### src/hdl/fwrid_pkg.sv
// Shared types and constants for the keyed-removal FIFO.
// Holds the operation codes, the controller states and the fixed port widths.
// No dependencies.
package fwrid_pkg;

    // Fixed widths of the stream payload fields
    localparam int KIND_W   = 2;
    localparam int ITEM_W   = 8;
    localparam int OUT_ID_W = 8;
    localparam int COUNT_W  = 5;
    localparam int M_DATA_W = 16;

    typedef enum logic [KIND_W-1:0] {
        OP_ENQ    = 2'd0,
        OP_DEQ    = 2'd1,
        OP_PEEK   = 2'd2,
        OP_REMOVE = 2'd3
    } op_t;

    typedef enum logic [2:0] {
        ST_IDLE,
        ST_HEAD,
        ST_SEARCH,
        ST_SHIFT,
        ST_DONE
    } state_t;

endpackage

### src/hdl/fwrid_mem.sv
// Slot storage for the keyed-removal FIFO.
// Simple dual-port memory: one write port, one read port with registered data.
// No dependencies.
module fwrid_mem #(
    parameter int DEPTH = 16,
    parameter int WIDTH = 8
) (
    input  logic                     clk,
    input  logic                     wr_en,
    input  logic [$clog2(DEPTH)-1:0] wr_addr,
    input  logic [WIDTH-1:0]         wr_data,
    input  logic                     rd_en,
    input  logic [$clog2(DEPTH)-1:0] rd_addr,
    output logic [WIDTH-1:0]         rd_data
);

    logic [WIDTH-1:0] mem [DEPTH];
    logic [WIDTH-1:0] rd_data_reg;

    always_ff @(posedge clk)
    begin
        if (wr_en)
        begin
            mem[wr_addr] <= wr_data;
        end
    end

    always_ff @(posedge clk)
    begin
        if (rd_en)
        begin
            rd_data_reg <= mem[rd_addr];
        end
    end

    assign rd_data = rd_data_reg;

endmodule

### src/hdl/fifo_with_remove_by_id_top.sv
// Top level of the identifier FIFO with removal by identifier.
// Depends on fwrid_pkg and fwrid_mem.
//
//   channel | signals                          | payload
//   --------+----------------------------------+------------------------------------------
//   s_*     | s_tvalid s_tready s_tdata s_tuser | request: tuser = kind, tdata = item_id
//   m_*     | m_tvalid m_tready m_tdata         | result: out_id ok overflow entry_count empty
//
// One request at a time. Enqueue goes straight to its result; dequeue and peek
// first make one memory read of the head, but not on an empty queue. Remove scans
// with the single read port of the slot memory, one entry a cycle; on a match it
// then moves later entries one place toward the head, one a cycle.
// Reset empties the queue at once; the slot memory is not cleared. A result waits
// in the output register while the next request is taken; a request finishes only
// once that register is free.
module fifo_with_remove_by_id_top
    import fwrid_pkg::*;
#(
    parameter int QUEUE_DEPTH = 16,
    parameter int ID_WIDTH    = 8
) (
    input  logic                clk,
    input  logic                rst_n,
    input  logic                s_tvalid,
    output logic                s_tready,
    input  logic [ITEM_W-1:0]   s_tdata,   // [7:0] item_id
    input  logic [KIND_W-1:0]   s_tuser,   // [1:0] kind
    output logic                m_tvalid,
    input  logic                m_tready,
    output logic [M_DATA_W-1:0] m_tdata    // [7:0] out_id, [8] ok, [9] overflow,
                                           // [14:10] entry_count, [15] empty_res
);

    localparam int PW = (QUEUE_DEPTH > 1) ? $clog2(QUEUE_DEPTH) : 1;
    localparam int CW = $clog2(QUEUE_DEPTH + 1);
    localparam int SW = CW + 1;

    // head + offset wrapped onto the ring; the sum stays below twice the depth
    function automatic logic [PW-1:0] ring_idx(input logic [PW-1:0] head,
                                               input logic [CW-1:0] off);
        logic [SW-1:0] sum;
        sum = SW'(head) + SW'(off);
        if (sum >= SW'(QUEUE_DEPTH))
        begin
            sum = sum - SW'(QUEUE_DEPTH);
        end
        return sum[PW-1:0];
    endfunction

    state_t                state_reg, state_next;
    op_t                   op_reg, op_next;
    logic [ID_WIDTH-1:0]   id_reg, id_next;
    logic [PW-1:0]         head_reg, head_next;
    logic [CW-1:0]         count_reg, count_next;
    logic [CW-1:0]         issue_pos_reg, issue_pos_next;
    logic [CW-1:0]         wr_pos_reg, wr_pos_next;
    logic                  rd_valid_reg, rd_valid_next;
    logic [OUT_ID_W-1:0]   res_id_reg, res_id_next;
    logic                  res_ok_reg, res_ok_next;
    logic                  res_ovf_reg, res_ovf_next;
    logic                  out_valid_reg, out_valid_next;
    logic [M_DATA_W-1:0]   out_data_reg, out_data_next;

    logic                  mem_wr_en;
    logic [PW-1:0]         mem_wr_addr;
    logic [ID_WIDTH-1:0]   mem_wr_data;
    logic                  mem_rd_en;
    logic [PW-1:0]         mem_rd_addr;
    logic [ID_WIDTH-1:0]   mem_rd_data;

    logic                  s_fire;
    logic                  is_full;
    logic                  is_empty;
    logic                  hit;
    logic                  out_free;
    logic                  more_to_read;
    op_t                   in_op;

    fwrid_mem #(
        .DEPTH (QUEUE_DEPTH),
        .WIDTH (ID_WIDTH)
    ) u_mem (
        .clk     (clk),
        .wr_en   (mem_wr_en),
        .wr_addr (mem_wr_addr),
        .wr_data (mem_wr_data),
        .rd_en   (mem_rd_en),
        .rd_addr (mem_rd_addr),
        .rd_data (mem_rd_data)
    );

    assign s_tready     = (state_reg == ST_IDLE);
    assign s_fire       = s_tvalid && s_tready;
    assign in_op        = op_t'(s_tuser);
    assign is_full      = (count_reg == CW'(QUEUE_DEPTH));
    assign is_empty     = (count_reg == '0);
    assign hit          = rd_valid_reg && (mem_rd_data == id_reg);
    assign out_free     = !out_valid_reg || m_tready;
    assign more_to_read = (issue_pos_reg < count_reg);

    assign m_tvalid = out_valid_reg;
    assign m_tdata  = out_data_reg;

    // Next state
    always_comb
    begin
        state_next = state_reg;
        unique case (state_reg)
            ST_IDLE:
            begin
                if (s_fire)
                begin
                    unique case (in_op)
                        OP_ENQ:          state_next = ST_DONE;
                        OP_DEQ, OP_PEEK: state_next = is_empty ? ST_DONE : ST_HEAD;
                        OP_REMOVE:       state_next = ST_SEARCH;
                        default:         state_next = ST_DONE;
                    endcase
                end
            end
            ST_HEAD:
            begin
                state_next = ST_DONE;
            end
            ST_SEARCH:
            begin
                priority if (hit)
                begin
                    state_next = ST_SHIFT;
                end
                else if (!more_to_read)
                begin
                    state_next = ST_DONE;
                end
            end
            ST_SHIFT:
            begin
                if (!rd_valid_reg)
                begin
                    state_next = ST_DONE;
                end
            end
            ST_DONE:
            begin
                if (out_free)
                begin
                    state_next = ST_IDLE;
                end
            end
            default:
            begin
                state_next = ST_IDLE;
            end
        endcase
    end

    // Datapath, memory control and result
    always_comb
    begin
        op_next        = op_reg;
        id_next        = id_reg;
        head_next      = head_reg;
        count_next     = count_reg;
        issue_pos_next = issue_pos_reg;
        wr_pos_next    = wr_pos_reg;
        rd_valid_next  = 1'b0;
        res_id_next    = res_id_reg;
        res_ok_next    = res_ok_reg;
        res_ovf_next   = res_ovf_reg;
        out_valid_next = out_valid_reg && !m_tready;
        out_data_next  = out_data_reg;
        mem_wr_en      = 1'b0;
        mem_wr_addr    = ring_idx(head_reg, count_reg);
        mem_wr_data    = id_reg;
        mem_rd_en      = 1'b0;
        mem_rd_addr    = head_reg;

        unique case (state_reg)
            ST_IDLE:
            begin
                if (s_fire)
                begin
                    op_next        = in_op;
                    id_next        = ID_WIDTH'(s_tdata);
                    res_id_next    = '0;
                    res_ok_next    = 1'b0;
                    res_ovf_next   = 1'b0;
                    issue_pos_next = '0;
                    unique case (in_op)
                        OP_ENQ:
                        begin
                            if (is_full)
                            begin
                                res_ovf_next = 1'b1;
                            end
                            else
                            begin
                                mem_wr_en   = 1'b1;
                                mem_wr_data = ID_WIDTH'(s_tdata);
                                count_next  = count_reg + 1'b1;
                                res_ok_next = 1'b1;
                            end
                        end
                        OP_DEQ, OP_PEEK:
                        begin
                            res_ok_next = !is_empty;
                            mem_rd_en   = !is_empty;
                        end
                        default:
                        begin
                        end
                    endcase
                end
            end
            ST_HEAD:
            begin
                res_id_next = OUT_ID_W'(mem_rd_data);
                if (op_reg == OP_DEQ)
                begin
                    head_next  = ring_idx(head_reg, CW'(1));
                    count_next = count_reg - 1'b1;
                end
            end
            ST_SEARCH:
            begin
                // read one entry a cycle; the compare sees last cycle's read
                mem_rd_en   = more_to_read;
                mem_rd_addr = ring_idx(head_reg, issue_pos_reg);
                rd_valid_next = more_to_read;
                if (more_to_read)
                begin
                    issue_pos_next = issue_pos_reg + 1'b1;
                end
                if (hit)
                begin
                    wr_pos_next = issue_pos_reg - 1'b1;
                end
            end
            ST_SHIFT:
            begin
                if (rd_valid_reg)
                begin
                    // move the entry just read one place toward the head
                    mem_wr_en   = 1'b1;
                    mem_wr_addr = ring_idx(head_reg, wr_pos_reg);
                    mem_wr_data = mem_rd_data;
                    wr_pos_next = wr_pos_reg + 1'b1;
                    mem_rd_en   = more_to_read;
                    mem_rd_addr = ring_idx(head_reg, issue_pos_reg);
                    rd_valid_next = more_to_read;
                    if (more_to_read)
                    begin
                        issue_pos_next = issue_pos_reg + 1'b1;
                    end
                end
                else
                begin
                    count_next  = count_reg - 1'b1;
                    res_ok_next = 1'b1;
                end
            end
            ST_DONE:
            begin
                if (out_free)
                begin
                    out_valid_next = 1'b1;
                    out_data_next  = {is_empty, COUNT_W'(count_reg), res_ovf_reg,
                                      res_ok_reg, res_id_reg};
                end
            end
            default:
            begin
            end
        endcase
    end

    always_ff @(posedge clk or negedge rst_n)
    begin
        if (!rst_n)
        begin
            state_reg     <= ST_IDLE;
            head_reg      <= '0;
            count_reg     <= '0;
            rd_valid_reg  <= 1'b0;
            out_valid_reg <= 1'b0;
        end
        else
        begin
            state_reg     <= state_next;
            head_reg      <= head_next;
            count_reg     <= count_next;
            rd_valid_reg  <= rd_valid_next;
            out_valid_reg <= out_valid_next;
        end
    end

    always_ff @(posedge clk)
    begin
        op_reg        <= op_next;
        id_reg        <= id_next;
        issue_pos_reg <= issue_pos_next;
        wr_pos_reg    <= wr_pos_next;
        res_id_reg    <= res_id_next;
        res_ok_reg    <= res_ok_next;
        res_ovf_reg   <= res_ovf_next;
        out_data_reg  <= out_data_next;
    end

endmodule

### config.mk
export PLATFORM = sky130hd
export DESIGN_NAME = fifo_with_remove_by_id_top
export DESIGN_NICKNAME = d
export VERILOG_FILES = /design/src/hdl/fwrid_pkg.sv /design/src/hdl/fwrid_mem.sv /design/src/hdl/fifo_with_remove_by_id_top.sv
export SDC_FILE = /design/constraint.sdc
export NUM_CORES = 1
export LEC_CHECK = 0
export ABC_AREA = 1
export BUFFER_PORTS_ARGS = -buffer_cell sky130_fd_sc_hd__clkbuf_2
export CAP_MARGIN = 15
export CORE_MARGIN = 8
export CORE_UTILIZATION = 40
export CTS_BUF_LIST = sky130_fd_sc_hd__clkbuf_16
export DETAILED_ROUTE_END_ITERATION = 8
export SLEW_MARGIN = 25
export SYNTH_ARGS = -nofsm -noshare
export SYNTH_HDL_FRONTEND = slang
export SYNTH_SLANG_ARGS = --single-unit
### constraint.sdc
create_clock -name clk -period 4.1 [get_ports clk]
set_input_delay 0.82 -clock clk [delete_from_list [all_inputs] [get_ports clk]]
set_output_delay 0.82 -clock clk [all_outputs]
set_load 0.03 [all_outputs]
==> results_dict.tcl <==
set metrics [dict create \
    status "complete, no violations" \
    yosysUniqueCellTypes 34 \
    cts_resized 0 \
    reg2reg_depth 5 \
    slew_headroom_pct 36.09 \
    yosysTopAreaCell "edfxtp_1" \
    wl_per_cell_um 17.91 \
    pre_cts_ws_ps 1088 \
    setup_slack_ps 1096 \
    hold-worst-slack_ps 292.4 \
    drtIter0Drc 656 \
    slew_violations 0 \
    area_delta_synth_final_pct 10.96 \
    cts_hold_buf 0 \
    vias 6161 \
    cts_sinks 195 \
    portBuffers 31 \
    fin_crit_ps 3004 \
    layout-drive-gt1-share_pct 10.77 \
    syn-num-nets 879 \
    nNetsFinal 910 \
    post-route-util_pct 44.85 \
    hold_path_class "input pin to asynchronous set/reset pin" \
    power_density_mw_per_mm2 791.0 \
    max_stage_delay_ps 690 \
    yosysSeqAreaShare_pct 63.60 \
    fmax_mhz 332.9 \
    cts_max_level 4 \
    grt_pass1_wl_mm 33.02 \
    place.gp.congestion 0.8252 \
    grt.total_usage_pct 15.28 \
    postCtsSetupRepairBufs 0 \
    rsz0062_at_grt "no" \
    r2r_slack_ps 1100 \
    top_register "u_mem.mem" \
    hold_violations 0 \
    setup_tns_ps 0 \
    worst_pin_slew_ps 958.6 \
    syn_area_per_cell_um2 10.85 \
    grt_antenna_before_repair 0 \
    required_ps 4170 \
    clockBufferDepth 2 \
    maxCapViolations 0 \
    setup_viol 0 \
    drt_pass1_iterations 5 \
    crit_chain "nor2_4 -> nand3_2 -> o21ai_0 -> nand3_1 -> nor2_1" \
    grt_max_degree 65 \
    largest_reg_flops 128 \
    cts_buffers 17 \
    dpl.hpwl_mm 13.55 \
    grt_pass1_vias 5904 \
    clk_pin_slew_ps 70 \
    synthTopCellsByArea "edfxtp_1 60%, nand3_1 9.8%, nand2_1 8.3%" \
    die_h_um 166.8 \
    r2r_end "u_mem.mem[10][4]" \
    worstPathArrival_ps 3070 \
    cpMaxStageDelayCell "nor2_1" \
    path_class "flop to flop" \
    die_w_um 166.8 \
    netlist.area_leader.share_pct 59.75 \
    synth-seq-cells 195 \
    yosysWarningCount 0 \
    p_leak_nw 4.022 \
    netlist_instances 838 \
    finClkSkew_ps 12.13 \
    r2r-start "state_reg[2]" \
    wl_mm 20.90 \
    drc 0 \
    timing.final.crit_share_pct 73.27 \
    ioPinCount 32 \
    die-area_mm2 0.02782 \
    cts_tree "built" \
    clk_latency_ps 440 \
    ir_worst_vdd_mv 0.4861 \
    cp-end-kind "flop" \
    syn_area_mm2 0.009096 \
    via_per_inst 5.279 \
    start_util_pct 40.42 \
    cp-start-kind "flop" \
    final_common_cell "nand2_1" \
    ant_nets 0 \
    std_cell_rows 55 \
    clockRootBuffer "clkbuf_16" \
    critPathMaxFanout 19 \
    grt_overflow_total 0 \
    diodes 0 \
    core_area_mm2 0.02250 \
    mostFrequentLayoutCells "200 x nand2_1, 181 x edfxtp_1, 179 x nand3_1" \
]
## per-stage QoR
stage / std cells / power (mW) / instance area, µm²
6_report: 1167 / 7.984 / 10090
5_1_grt: 1167 / 8.549 / 10090
4_1_cts: 1167 / 8.017 / 10090
3_5_place_dp: 1135 / 6.352 / 9494
3_3_place_gp: 1135 / 6.325 / 9494
2_1_floorplan: 838 / 5.483 / 9096
## routing by layer
layer	vias to the layer above	wire length (µm)	GRT usage (%)
li1	2983	-	-
met1	2962	9522	20.68
met2	192	9880	24.18
met3	24	1190	2.884
met4	0	303	5.523
met5	-	0	0
## power by group
part           internal (mW)  leakage, nW  total [mW]  switching [mW]
logic                  0.988         1.89        3.32            2.33
clock network          0.867        0.294        1.66           0.797
registers               2.75         1.83        3.00           0.249
total                   4.61         4.02        7.98            3.38
## critical path, delay by kind of cell (launching register included)
kind / cells / cell delay (ps)
simple gates: 4 / 1720
flops: 1 / 440
compound gates: 1 / 460
## final cells by class
cell class                 count  area, µm²
fill                        2055      12410
sequential                   195       5786
multi-input combinational    544       2836
clock buffer                  17      425.4
tap                          285      356.6
timing repair buffer          47      275.3
inverter                      64      240.2
clock inverter                15      173.9
## synth_stat cells
master / count
nand2_1: 200
edfxtp_1: 181
nand3_1: 179
inv_1: 59
nor2_1: 47
ha_1: 23
o21ai_0: 18
buf_2: 17
a21oi_1: 15
dfrtp_1: 14
xor2_1: 12
buf_4: 8
buf_6: 8
nand4_1: 8
xnor2_1: 7
inv_2: 5
o221ai_1: 5
fa_1: 4
nand2_2: 4
o211ai_1: 4
clkbuf_1: 2
nand3_2: 2
nor3_1: 2
o21ai_4: 2
o22ai_1: 2
or2_2: 2
a21boi_0: 1
a221oi_1: 1
a31oi_1: 1
nor2_4: 1
nor3b_1: 1
o211ai_2: 1
o21ai_1: 1
o21ba_2: 1
## cell families after synthesis
| family | after synthesis | share of synthesized area, % |
|---|---|---|
| buffers and inverters | 99 | 5.310 |
| AND/OR/NAND/NOR | 446 | 21.54 |
| adder cells (fa/ha/maj) | 27 | 4.044 |
| XOR/XNOR | 19 | 1.829 |
| flip-flops | 195 | 63.60 |
| AO/OA/AOI/OAI | 52 | 3.673 |
## worst max-delay path by stage
stage                       startpoint                to  slack (ps)  cells past startpoint
after floorplan               s_tvalid   u_mem.mem[0][6]        1360                      6
after global placement        s_tvalid   u_mem.mem[8][2]        1150                      8
after detailed placement  state_reg[2]  u_mem.mem[10][0]        1090                      5
after CTS                 state_reg[2]  u_mem.mem[10][4]        1090                      5
after global routing      state_reg[2]  u_mem.mem[15][6]         900                      5
final                     state_reg[2]  u_mem.mem[10][4]        1100                      5
Note: power is estimated with default switching activity, not from simulation.
